`src/design/fskg_pkg.sv`:
```
// ----------------------------------------------------------------------------
// fskg_pkg: shared constants, types and functions for the key generator
// SHA-1 initial value, round constants, round functions and index widths.
// ----------------------------------------------------------------------------
package fskg_pkg;

    localparam int unsigned C_WORD_W      = 32;
    localparam int unsigned C_KEY_WORDS   = 5;
    localparam int unsigned C_BLOCK_WORDS = 16;
    localparam int unsigned C_ROUNDS      = 80;
    localparam int unsigned C_OUT_WORDS   = 2 * C_KEY_WORDS;

    localparam int unsigned C_KEY_IDX_W   = $clog2(C_KEY_WORDS);
    localparam int unsigned C_SCHED_AW    = $clog2(C_BLOCK_WORDS);
    localparam int unsigned C_ROUND_W     = $clog2(C_ROUNDS + 1);
    localparam int unsigned C_OUT_IDX_W   = $clog2(C_OUT_WORDS + 1);

    typedef logic [C_WORD_W-1:0] t_word;

    localparam t_word C_IV [C_KEY_WORDS] = '{
        32'h67452301, 32'hEFCDAB89, 32'h98BADCFE, 32'h10325476, 32'hC3D2E1F0
    };

    // rotate left by a fixed, nonzero amount
    function automatic t_word f_rotl(input t_word x, input int unsigned n);
        return (x << n) | (x >> (C_WORD_W - n));
    endfunction

    // round function, selected by the round number
    function automatic t_word f_mix(input logic [C_ROUND_W-1:0] t,
                                    input t_word b, input t_word c, input t_word d);
        t_word f;
        if (t < C_ROUND_W'(20)) begin
            f = (b & c) | (~b & d);
        end else if (t < C_ROUND_W'(40)) begin
            f = b ^ c ^ d;
        end else if (t < C_ROUND_W'(60)) begin
            f = (b & c) | (b & d) | (c & d);
        end else begin
            f = b ^ c ^ d;
        end
        return f;
    endfunction

    function automatic t_word f_rconst(input logic [C_ROUND_W-1:0] t);
        t_word k;
        if (t < C_ROUND_W'(20)) begin
            k = 32'h5A827999;
        end else if (t < C_ROUND_W'(40)) begin
            k = 32'h6ED9EBA1;
        end else if (t < C_ROUND_W'(60)) begin
            k = 32'h8F1BBCDC;
        end else begin
            k = 32'hCA62C1D6;
        end
        return k;
    endfunction

endpackage

```
`src/design/fips186_sha1_key_generator.sv`:
```
// ----------------------------------------------------------------------------
// fips186_sha1_key_generator: two-round SHA-1 based key generator
// Collects a 160-bit key, derives x0 and x1 by two SHA-1 compressions and
// emits both as ten 32-bit words.
// ----------------------------------------------------------------------------
//
//  channel | ports                                      | direction
//  --------+--------------------------------------------+----------
//  key     | i_key_valid, o_key_stall, i_key_word,      | in
//          | i_key_last                                 |
//  out     | o_out_valid, i_out_stall, o_out_word,      | out
//          | o_out_last                                 |
//
// A key word without the last flag is taken and shifted into the key
// register. A word with the last flag starts a compression for x0
// (load of the sixteen-word schedule memory, then 80 rounds, each read in
// two phases from the two-read-port schedule memory), a word-serial xkey
// add, a second compression for x1, then ten output words at one per cycle
// when the sink does not stall. The key channel stalls for that whole span.
// Reset is synchronous and active low; it clears the key register to zero.
// ----------------------------------------------------------------------------
module fips186_sha1_key_generator (
    input  logic                    i_clk,
    input  logic                    i_rst_n,
    input  logic                    i_key_valid,
    output logic                    o_key_stall,
    input  logic [31:0]             i_key_word,
    input  logic                    i_key_last,
    output logic                    o_out_valid,
    input  logic                    i_out_stall,
    output logic [31:0]             o_out_word,
    output logic                    o_out_last
);

    typedef enum logic [4:0] {
        S_IDLE  = 5'b00001,
        S_HASH0 = 5'b00010,
        S_ADD   = 5'b00100,
        S_HASH1 = 5'b01000,
        S_EMIT  = 5'b10000
    } t_top_state;

    t_top_state                         r_state;
    fskg_pkg::t_word                    r_key  [fskg_pkg::C_KEY_WORDS];
    fskg_pkg::t_word                    r_x0   [fskg_pkg::C_KEY_WORDS];
    fskg_pkg::t_word                    r_xkey [fskg_pkg::C_KEY_WORDS];
    logic                               r_carry;
    logic [fskg_pkg::C_KEY_IDX_W-1:0]   r_aidx;
    logic [fskg_pkg::C_OUT_IDX_W-1:0]   r_oidx;
    logic                               r_start;
    logic                               r_ovalid;
    fskg_pkg::t_word                    r_oword;
    logic                               r_olast;

    logic                               key_accept;
    logic                               slot_free;
    logic [fskg_pkg::C_WORD_W:0]        add_sum;
    fskg_pkg::t_word                    core_msg [fskg_pkg::C_KEY_WORDS];
    fskg_pkg::t_word                    core_dig [fskg_pkg::C_KEY_WORDS];
    logic                               core_done;
    fskg_pkg::t_word                    sel_word;

    fskg_sha1_core u_core (
        .i_clk   (i_clk),
        .i_rst_n (i_rst_n),
        .i_start (r_start),
        .i_msg   (core_msg),
        .o_done  (core_done),
        .o_dig   (core_dig)
    );

    // take key words only while idle
    assign o_key_stall = (r_state != S_IDLE);
    assign key_accept  = i_key_valid && !o_key_stall;
    assign slot_free   = !r_ovalid || !i_out_stall;

    // feed the core the key for x0, then xkey for x1; both hold while it runs
    always_comb begin
        for (int i = 0; i < fskg_pkg::C_KEY_WORDS; i++) begin
            core_msg[i] = (r_state == S_HASH1) ? r_xkey[i] : r_key[i];
        end
    end

    // one 32-bit word of key + 1 + x0 per cycle, least significant first
    assign add_sum = {1'b0, r_key[r_aidx]} + {1'b0, r_x0[r_aidx]}
                   + {{fskg_pkg::C_WORD_W{1'b0}}, r_carry};

    // words 0 to 4 come from x0, words 5 to 9 from the core's last digest
    always_comb begin
        if (r_oidx < fskg_pkg::C_OUT_IDX_W'(fskg_pkg::C_KEY_WORDS)) begin
            sel_word = r_x0[r_oidx[fskg_pkg::C_KEY_IDX_W-1:0]];
        end else begin
            sel_word = core_dig[fskg_pkg::C_KEY_IDX_W'(
                r_oidx - fskg_pkg::C_OUT_IDX_W'(fskg_pkg::C_KEY_WORDS))];
        end
    end

    // key shift register: oldest, most significant word at entry 0
    always_ff @(posedge i_clk) begin
        if (!i_rst_n) begin
            for (int i = 0; i < fskg_pkg::C_KEY_WORDS; i++) begin
                r_key[i] <= '0;
            end
        end else if (key_accept) begin
            for (int i = 0; i < fskg_pkg::C_KEY_WORDS - 1; i++) begin
                r_key[i] <= r_key[i + 1];
            end
            r_key[fskg_pkg::C_KEY_WORDS - 1] <= i_key_word;
        end
    end

    // sequencer and output register
    always_ff @(posedge i_clk) begin
        if (!i_rst_n) begin
            r_state  <= S_IDLE;
            r_start  <= 1'b0;
            r_carry  <= 1'b0;
            r_aidx   <= '0;
            r_oidx   <= '0;
            r_ovalid <= 1'b0;
        end else begin
            r_start <= 1'b0;
            if (r_ovalid && !i_out_stall) begin
                r_ovalid <= 1'b0;
            end
            unique case (r_state)
                S_IDLE: begin
                    if (key_accept && i_key_last) begin
                        r_start <= 1'b1;
                        r_state <= S_HASH0;
                    end
                end
                S_HASH0: begin
                    if (core_done) begin
                        r_aidx  <= fskg_pkg::C_KEY_IDX_W'(fskg_pkg::C_KEY_WORDS - 1);
                        r_carry <= 1'b1;
                        r_state <= S_ADD;
                    end
                end
                S_ADD: begin
                    r_carry <= add_sum[fskg_pkg::C_WORD_W];
                    r_aidx  <= r_aidx - 1'b1;
                    if (r_aidx == '0) begin
                        r_start <= 1'b1;
                        r_state <= S_HASH1;
                    end
                end
                S_HASH1: begin
                    if (core_done) begin
                        r_oidx  <= '0;
                        r_state <= S_EMIT;
                    end
                end
                S_EMIT: begin
                    if (slot_free) begin
                        if (r_oidx == fskg_pkg::C_OUT_IDX_W'(fskg_pkg::C_OUT_WORDS)) begin
                            // last word gone: release the key channel
                            r_state <= S_IDLE;
                        end else begin
                            r_ovalid <= 1'b1;
                            r_oidx   <= r_oidx + 1'b1;
                        end
                    end
                end
                default: begin
                    r_state <= S_IDLE;
                end
            endcase
        end
    end

    // payload registers: x0 capture, xkey words, output word
    always_ff @(posedge i_clk) begin
        if (r_state == S_HASH0 && core_done) begin
            r_x0 <= core_dig;
        end
        if (r_state == S_ADD) begin
            r_xkey[r_aidx] <= add_sum[fskg_pkg::C_WORD_W-1:0];
        end
        if (r_state == S_EMIT && slot_free
                && r_oidx != fskg_pkg::C_OUT_IDX_W'(fskg_pkg::C_OUT_WORDS)) begin
            r_oword <= sel_word;
            r_olast <= (r_oidx == fskg_pkg::C_OUT_IDX_W'(fskg_pkg::C_OUT_WORDS - 1));
        end
    end

    assign o_out_valid = r_ovalid;
    assign o_out_word  = r_oword;
    assign o_out_last  = r_olast;

endmodule

```
`src/design/fskg_sched_ram.sv`:
```
// ----------------------------------------------------------------------------
// fskg_sched_ram: message schedule memory
// Sixteen words, one write port, two read ports with registered read data.
// ----------------------------------------------------------------------------
module fskg_sched_ram (
    input  logic                               i_clk,
    input  logic                               i_we,
    input  logic [fskg_pkg::C_SCHED_AW-1:0]    i_waddr,
    input  fskg_pkg::t_word                    i_wdata,
    input  logic [fskg_pkg::C_SCHED_AW-1:0]    i_raddr0,
    input  logic [fskg_pkg::C_SCHED_AW-1:0]    i_raddr1,
    output fskg_pkg::t_word                    o_rdata0,
    output fskg_pkg::t_word                    o_rdata1
);

    fskg_pkg::t_word r_mem [fskg_pkg::C_BLOCK_WORDS];
    fskg_pkg::t_word r_rd0;
    fskg_pkg::t_word r_rd1;

    always_ff @(posedge i_clk) begin
        if (i_we) begin
            r_mem[i_waddr] <= i_wdata;
        end
        r_rd0 <= r_mem[i_raddr0];
        r_rd1 <= r_mem[i_raddr1];
    end

    assign o_rdata0 = r_rd0;
    assign o_rdata1 = r_rd1;

endmodule

```
`src/design/fskg_sha1_core.sv`:
```
// ----------------------------------------------------------------------------
// fskg_sha1_core: SHA-1 compression of one zero-padded block
// Loads five message words and eleven zeros into the schedule memory, runs
// eighty rounds, each read in two phases, and adds the initial value.
// ----------------------------------------------------------------------------
module fskg_sha1_core (
    input  logic            i_clk,
    input  logic            i_rst_n,
    input  logic            i_start,
    input  fskg_pkg::t_word i_msg [fskg_pkg::C_KEY_WORDS],
    output logic            o_done,
    output fskg_pkg::t_word o_dig [fskg_pkg::C_KEY_WORDS]
);

    typedef enum logic [3:0] {
        S_IDLE   = 4'b0001,
        S_LOAD   = 4'b0010,
        S_ROUND  = 4'b0100,
        S_FINISH = 4'b1000
    } t_core_state;

    t_core_state                          r_state;
    logic [fskg_pkg::C_SCHED_AW-1:0]      r_cnt;
    logic [fskg_pkg::C_ROUND_W-1:0]       r_t;
    logic [fskg_pkg::C_ROUND_W-1:0]       r_ct;
    logic                                 r_ph;
    logic                                 r_pend;
    logic                                 r_done;
    fskg_pkg::t_word                      r_wa;
    fskg_pkg::t_word                      r_st  [fskg_pkg::C_KEY_WORDS];
    fskg_pkg::t_word                      r_dig [fskg_pkg::C_KEY_WORDS];

    logic                                 mem_we;
    logic [fskg_pkg::C_SCHED_AW-1:0]      mem_waddr;
    fskg_pkg::t_word                      mem_wdata;
    logic [fskg_pkg::C_SCHED_AW-1:0]      mem_ra0;
    logic [fskg_pkg::C_SCHED_AW-1:0]      mem_ra1;
    fskg_pkg::t_word                      mem_rd0;
    fskg_pkg::t_word                      mem_rd1;

    logic                                 round_fire;
    fskg_pkg::t_word                      w_new;
    fskg_pkg::t_word                      n_a;

    fskg_sched_ram u_sched (
        .i_clk    (i_clk),
        .i_we     (mem_we),
        .i_waddr  (mem_waddr),
        .i_wdata  (mem_wdata),
        .i_raddr0 (mem_ra0),
        .i_raddr1 (mem_ra1),
        .o_rdata0 (mem_rd0),
        .o_rdata1 (mem_rd1)
    );

    // phase 0 reads taps t and t+2, phase 1 reads taps t+8 and t+13;
    // round t is finished in the next phase 0 while round t+1 is read
    assign round_fire = (r_state == S_ROUND) && !r_ph && r_pend;

    always_comb begin
        mem_ra0 = r_ph ? (r_t[fskg_pkg::C_SCHED_AW-1:0] + 4'd8)
                       :  r_t[fskg_pkg::C_SCHED_AW-1:0];
        mem_ra1 = r_ph ? (r_t[fskg_pkg::C_SCHED_AW-1:0] + 4'd13)
                       : (r_t[fskg_pkg::C_SCHED_AW-1:0] + 4'd2);
    end

    always_comb begin
        if (r_ct < fskg_pkg::C_ROUND_W'(fskg_pkg::C_BLOCK_WORDS)) begin
            w_new = r_wa;
        end else begin
            w_new = fskg_pkg::f_rotl(r_wa ^ mem_rd0 ^ mem_rd1, 1);
        end
        n_a = fskg_pkg::f_rotl(r_st[0], 5)
            + fskg_pkg::f_mix(r_ct, r_st[1], r_st[2], r_st[3])
            + r_st[4] + fskg_pkg::f_rconst(r_ct) + w_new;
    end

    always_comb begin
        mem_we    = 1'b0;
        mem_waddr = r_cnt;
        mem_wdata = '0;
        if (r_state == S_LOAD) begin
            mem_we = 1'b1;
            if (r_cnt < fskg_pkg::C_SCHED_AW'(fskg_pkg::C_KEY_WORDS)) begin
                mem_wdata = i_msg[r_cnt[fskg_pkg::C_KEY_IDX_W-1:0]];
            end
        end else if (round_fire) begin
            mem_we    = 1'b1;
            mem_waddr = r_ct[fskg_pkg::C_SCHED_AW-1:0];
            mem_wdata = w_new;
        end
    end

    always_ff @(posedge i_clk) begin
        if (!i_rst_n) begin
            r_state <= S_IDLE;
            r_cnt   <= '0;
            r_t     <= '0;
            r_ct    <= '0;
            r_ph    <= 1'b0;
            r_pend  <= 1'b0;
            r_done  <= 1'b0;
        end else begin
            r_done <= 1'b0;
            unique case (r_state)
                S_IDLE: begin
                    if (i_start) begin
                        r_cnt   <= '0;
                        r_state <= S_LOAD;
                    end
                end
                S_LOAD: begin
                    r_cnt <= r_cnt + 1'b1;
                    if (r_cnt == fskg_pkg::C_SCHED_AW'(fskg_pkg::C_BLOCK_WORDS - 1)) begin
                        r_t     <= '0;
                        r_ph    <= 1'b0;
                        r_pend  <= 1'b0;
                        r_state <= S_ROUND;
                    end
                end
                S_ROUND: begin
                    if (!r_ph) begin
                        r_pend <= 1'b0;
                        if (r_t == fskg_pkg::C_ROUND_W'(fskg_pkg::C_ROUNDS)) begin
                            r_state <= S_FINISH;
                        end else begin
                            r_ph <= 1'b1;
                        end
                    end else begin
                        r_ct   <= r_t;
                        r_t    <= r_t + 1'b1;
                        r_pend <= 1'b1;
                        r_ph   <= 1'b0;
                    end
                end
                S_FINISH: begin
                    r_done  <= 1'b1;
                    r_state <= S_IDLE;
                end
                default: begin
                    r_state <= S_IDLE;
                end
            endcase
        end
    end

    // working variables, partial schedule word and digest
    always_ff @(posedge i_clk) begin
        if (r_state == S_IDLE && i_start) begin
            for (int i = 0; i < fskg_pkg::C_KEY_WORDS; i++) begin
                r_st[i] <= fskg_pkg::C_IV[i];
            end
        end
        if (r_state == S_ROUND && r_ph) begin
            if (r_t < fskg_pkg::C_ROUND_W'(fskg_pkg::C_BLOCK_WORDS)) begin
                r_wa <= mem_rd0;
            end else begin
                r_wa <= mem_rd0 ^ mem_rd1;
            end
        end
        if (round_fire) begin
            r_st[4] <= r_st[3];
            r_st[3] <= r_st[2];
            r_st[2] <= fskg_pkg::f_rotl(r_st[1], 30);
            r_st[1] <= r_st[0];
            r_st[0] <= n_a;
        end
        if (r_state == S_FINISH) begin
            for (int i = 0; i < fskg_pkg::C_KEY_WORDS; i++) begin
                r_dig[i] <= fskg_pkg::C_IV[i] + r_st[i];
            end
        end
    end

    assign o_done = r_done;
    assign o_dig  = r_dig;

endmodule

```
`config.mk`:
```
export PLATFORM = sky130hd
export DESIGN_NAME = fips186_sha1_key_generator
export DESIGN_NICKNAME = d
export VERILOG_FILES = /design/src/design/fskg_pkg.sv /design/src/design/fips186_sha1_key_generator.sv /design/src/design/fskg_sched_ram.sv /design/src/design/fskg_sha1_core.sv
export SDC_FILE = /design/constraint.sdc
export NUM_CORES = 2
export LEC_CHECK = 0
export ABC_AREA = 1
export BUFFER_PORTS_ARGS = -buffer_cell sky130_fd_sc_hd__buf_2
export CAP_MARGIN = 20
export CORE_UTILIZATION = 45
export DETAILED_ROUTE_END_ITERATION = 16
export GPL_TIMING_DRIVEN = 0
export PLACE_DENSITY = 0.67
export SLEW_MARGIN = 25
export SYNTH_ARGS = -nofsm -noshare
export SYNTH_HDL_FRONTEND = slang
export SYNTH_SLANG_ARGS = --single-unit
export TNS_END_PERCENT = 100
```
`constraint.sdc`:
```
create_clock -name i_clk -period 18.38 [get_ports i_clk]
set_input_delay 2.757 -clock i_clk [delete_from_list [all_inputs] [get_ports i_clk]]
set_output_delay 2.757 -clock i_clk [all_outputs]
set_load 0.01 [all_outputs]
```
==> out/qor.txt <==
status = completed
Setup violations, final = 0
endpoint class of the critical path = register
critical path arrival = 7400 ps
Max-Cap Viols = 0
Hold Startpoint = u_core.o_dig[95]
cell-by-cell trace of the critical path = nor2_1 -> nor2_1 -> nand3_1 -> nand2_1 -> buf_2 -> o221a_2 -> fa_1 -> inv_1 -> fa_1 -> fa_1 -> inv_1 -> ha_1 -> inv_1 -> fa_1 -> inv_1 -> nand3_1 -> nand2_1 -> a21oi_1 -> o21ai_0 -> nand2_1 -> nand2_1 -> nand2_1 -> nand2_1 -> nor2_1
DR vias = 68.22k
RSZ-0062 raised after global routing = no
warnings from Yosys = 0
Tot Pwr = 7741 uW
routability cong. = 1.023
Critical Path RT = 18940 ps
most frequent cell on the critical path = nand2_1
setup TNS = 0 ps
share of layout cells above drive strength 1 = 9.076%
Max Clk Rate = 146.2 MHz
DRC errors left = 0
All-Layer GR Usage = 39.98%
sum of buffers and inverters on the critical path = 5
total CTS buffers = 166
most common cell in the netlist = edfxtp_1
Synth Area per Inst = 9.753 sq um
placed cell area = 82870 sq um
grt ovf = 0
pwr dens = 87.56 nW/um^2
family with the most delay on the worst path = simple AND/OR/NAND/NOR gates
largest net degree at the start of global routing = 49
minimum clock period = 6841 ps
maximum VDD drop = 0.1094 mV
share of flip-flops with an asynchronous set or reset = 0%
Worst Path Class, Setup = reg -> reg
filler instances = 15.42k
CTS tree = done
FF-to-FF End = u_core.r_st[0][27]
Main synth FF type = edfxtp_1
register bit total from synthesis = 1484
number of synthesized flops with an enable pin = 1377
Mapped Cells = 7937
row cnt = 151
Cell Area, Synth = 77410 sq um
maximum root-to-sink buffer count = 3
Seq/Total Area, Yosys = 56.18%
Slew @ Worst Pin = 1272 ps
# IOs = 72
clock net sink count = 1484
post-synthesis net count = 8185
Hold WS = 446.8 ps
vias in the first global route = 63.69k
first-pass GRT wire length = 484900 um
Hold Crit Endpoint = r_x0[95]
DRT Wirelength = 354400 um
Core Area = 170000 sq um
die area = 173700 sq um
drt first pass iters = 7
worst r2r path cells = 24
Nets = 8541
CP max stage cell = nand3_1
chip height = 416.8 um
Pleak = 0.03346 uW
final count of hold timing violations = 0
number of I/O port buffers = 70
Pins Over Slew Limit = 0
Starting Density = 45.53%
final period utilization = 37.22%
hold depth = 0
DR WL/cell = 33.25 um
synth top area cells = edfxtp_1 (53%), o21ai_0 (6.3%), nand2_1 (4.8%)
Area Growth Syn to Fin = 14.20%
post-synth cell types = 60
setup bufs post-CTS = 0
Reg clk slew, reported paths = 60 ps
Detailed Place HPWL = 260000 um
crit-path max FO = 10
DR iter-0 viols = 12.30k
Synth top cells by count = edfxtp_1 (1377), nand2_1 (996), o21ai_0 (972)
hold crit path type = reg -> reg
Worst-Skew Late Latency = 850 ps
CTS H-Tree Depth = 4
die width = 416.8 um
CP Launch Type = register
clock skew = 47.16 ps
Synth area leader = edfxtp_1
Post-CTS Resized = 0
reg2reg setup slack = 11540 ps
top-area cell type share of the netlist area = 53.41%
antenna-violating nets left = 0
cell area after layout = 88400 sq um
Reg2Reg Launch Point = u_core.r_ct[3]
cts hold-fix bufs = 0
Vias/cell = 6.399
max_slew headroom = 15.18%
delay of the slowest critical-path stage = 560 ps
initial antenna violation count = 32
root buffer cell = clkbuf_16
[worst max-delay path by stage]
stage	startpoint	to	slack [ps]	cells after the start
after detailed placement	u_core.r_ct[3]	u_core.r_st[0][27]	11790	24
after floorplan	i_key_valid	r_key[0][0]	3520	2
after global routing	u_core.r_ct[3]	u_core.r_st[0][27]	11330	24
final	u_core.r_ct[3]	u_core.r_st[0][27]	11540	24
after global placement	i_key_valid	r_key[4][11]	-2620	3
after CTS	u_core.r_ct[3]	u_core.r_st[0][27]	11730	24
[cell type report]
cell class	count	area [sq um]	area share [%]
timing repair buffer	188	2350	2.658
sequential	1484	43490	49.20
clock inverter	99	1006	1.138
multi-input combinational	5124	29010	32.82
clock buffer	205	4464	5.050
inverter	874	3284	3.715
antenna	13	32.53	0.03680
tap	2218	2775	3.139
buffer	455	1987	2.248
[where the power goes]
part / internal, uW / switching, uW
Combinational: 152 / 370
Sequential: 3750 / 58.6
Clock: 1930 / 1480
Total: 5830 / 1910
[sequential cells by signal, summed over array words and instances, names as in the netlist, 3 cells and up, named ones only]
signal                   cells
r_oidx                       4
u_core.r_ct                  7
o_out_word                  32
u_core.r_cnt                 4
r_state                      5
u_core.u_sched.o_rdata0     32
r_xkey                     160
u_core.o_dig               160
u_core.r_wa                 32
r_key                      160
r_aidx                       3
r_x0                       160
u_core.r_state               4
u_core.r_st                160
u_core.u_sched.r_mem       512
u_core.u_sched.o_rdata1     32
u_core.r_t                   7
[logic make-up after synthesis]
group                    count (synthesis)  share of synthesized area [%]
adder cells (fa/ha/maj)                211                          4.584
buffers and inverters                 1329                          6.745
AO/OA/AOI/OAI                         2327                          16.90
XOR/XNOR                               227                          2.568
flip-flops                            1484                          56.18
AND/OR/NAND/NOR                       2305                          12.28
multiplexers                            54                         0.7483
[routing by layer]
metal | vias up | part of all wire (%) | track usage [%]
li1 | 28590 | - | -
met2 | 5434 | 41 | 56.56
met4 | 22 | 6.4 | 21.79
met5 | - | 0.043 | 0
met1 | 33100 | 38 | 53.74
met3 | 1071 | 14 | 13.56
[cells in the final DEF (no fill, tap or decap), types with 197 or more instances in the layout]
cell type	instances
a21oi_1	737
o21ai_0	920
edfxtp_1	1377
nor2_1	750
o211ai_1	288
buf_2	197
clkbuf_1	276
nand2_1	995
inv_1	853
nand3_1	428
[stage by stage]
step | utilization (%) | setup slack (ps) | instances
finish | 51.99 | 11540 | 10660
global route | 51.97 | 11330 | 10650
CTS | 51.96 | 11730 | 10650
detailed placement | 48.74 | 11790 | 10340
global placement | 47.37 | -2619 | 10230
floorplan | - | 3516 | 7937
No activity file was read; power rests on OpenSTA's default activity.
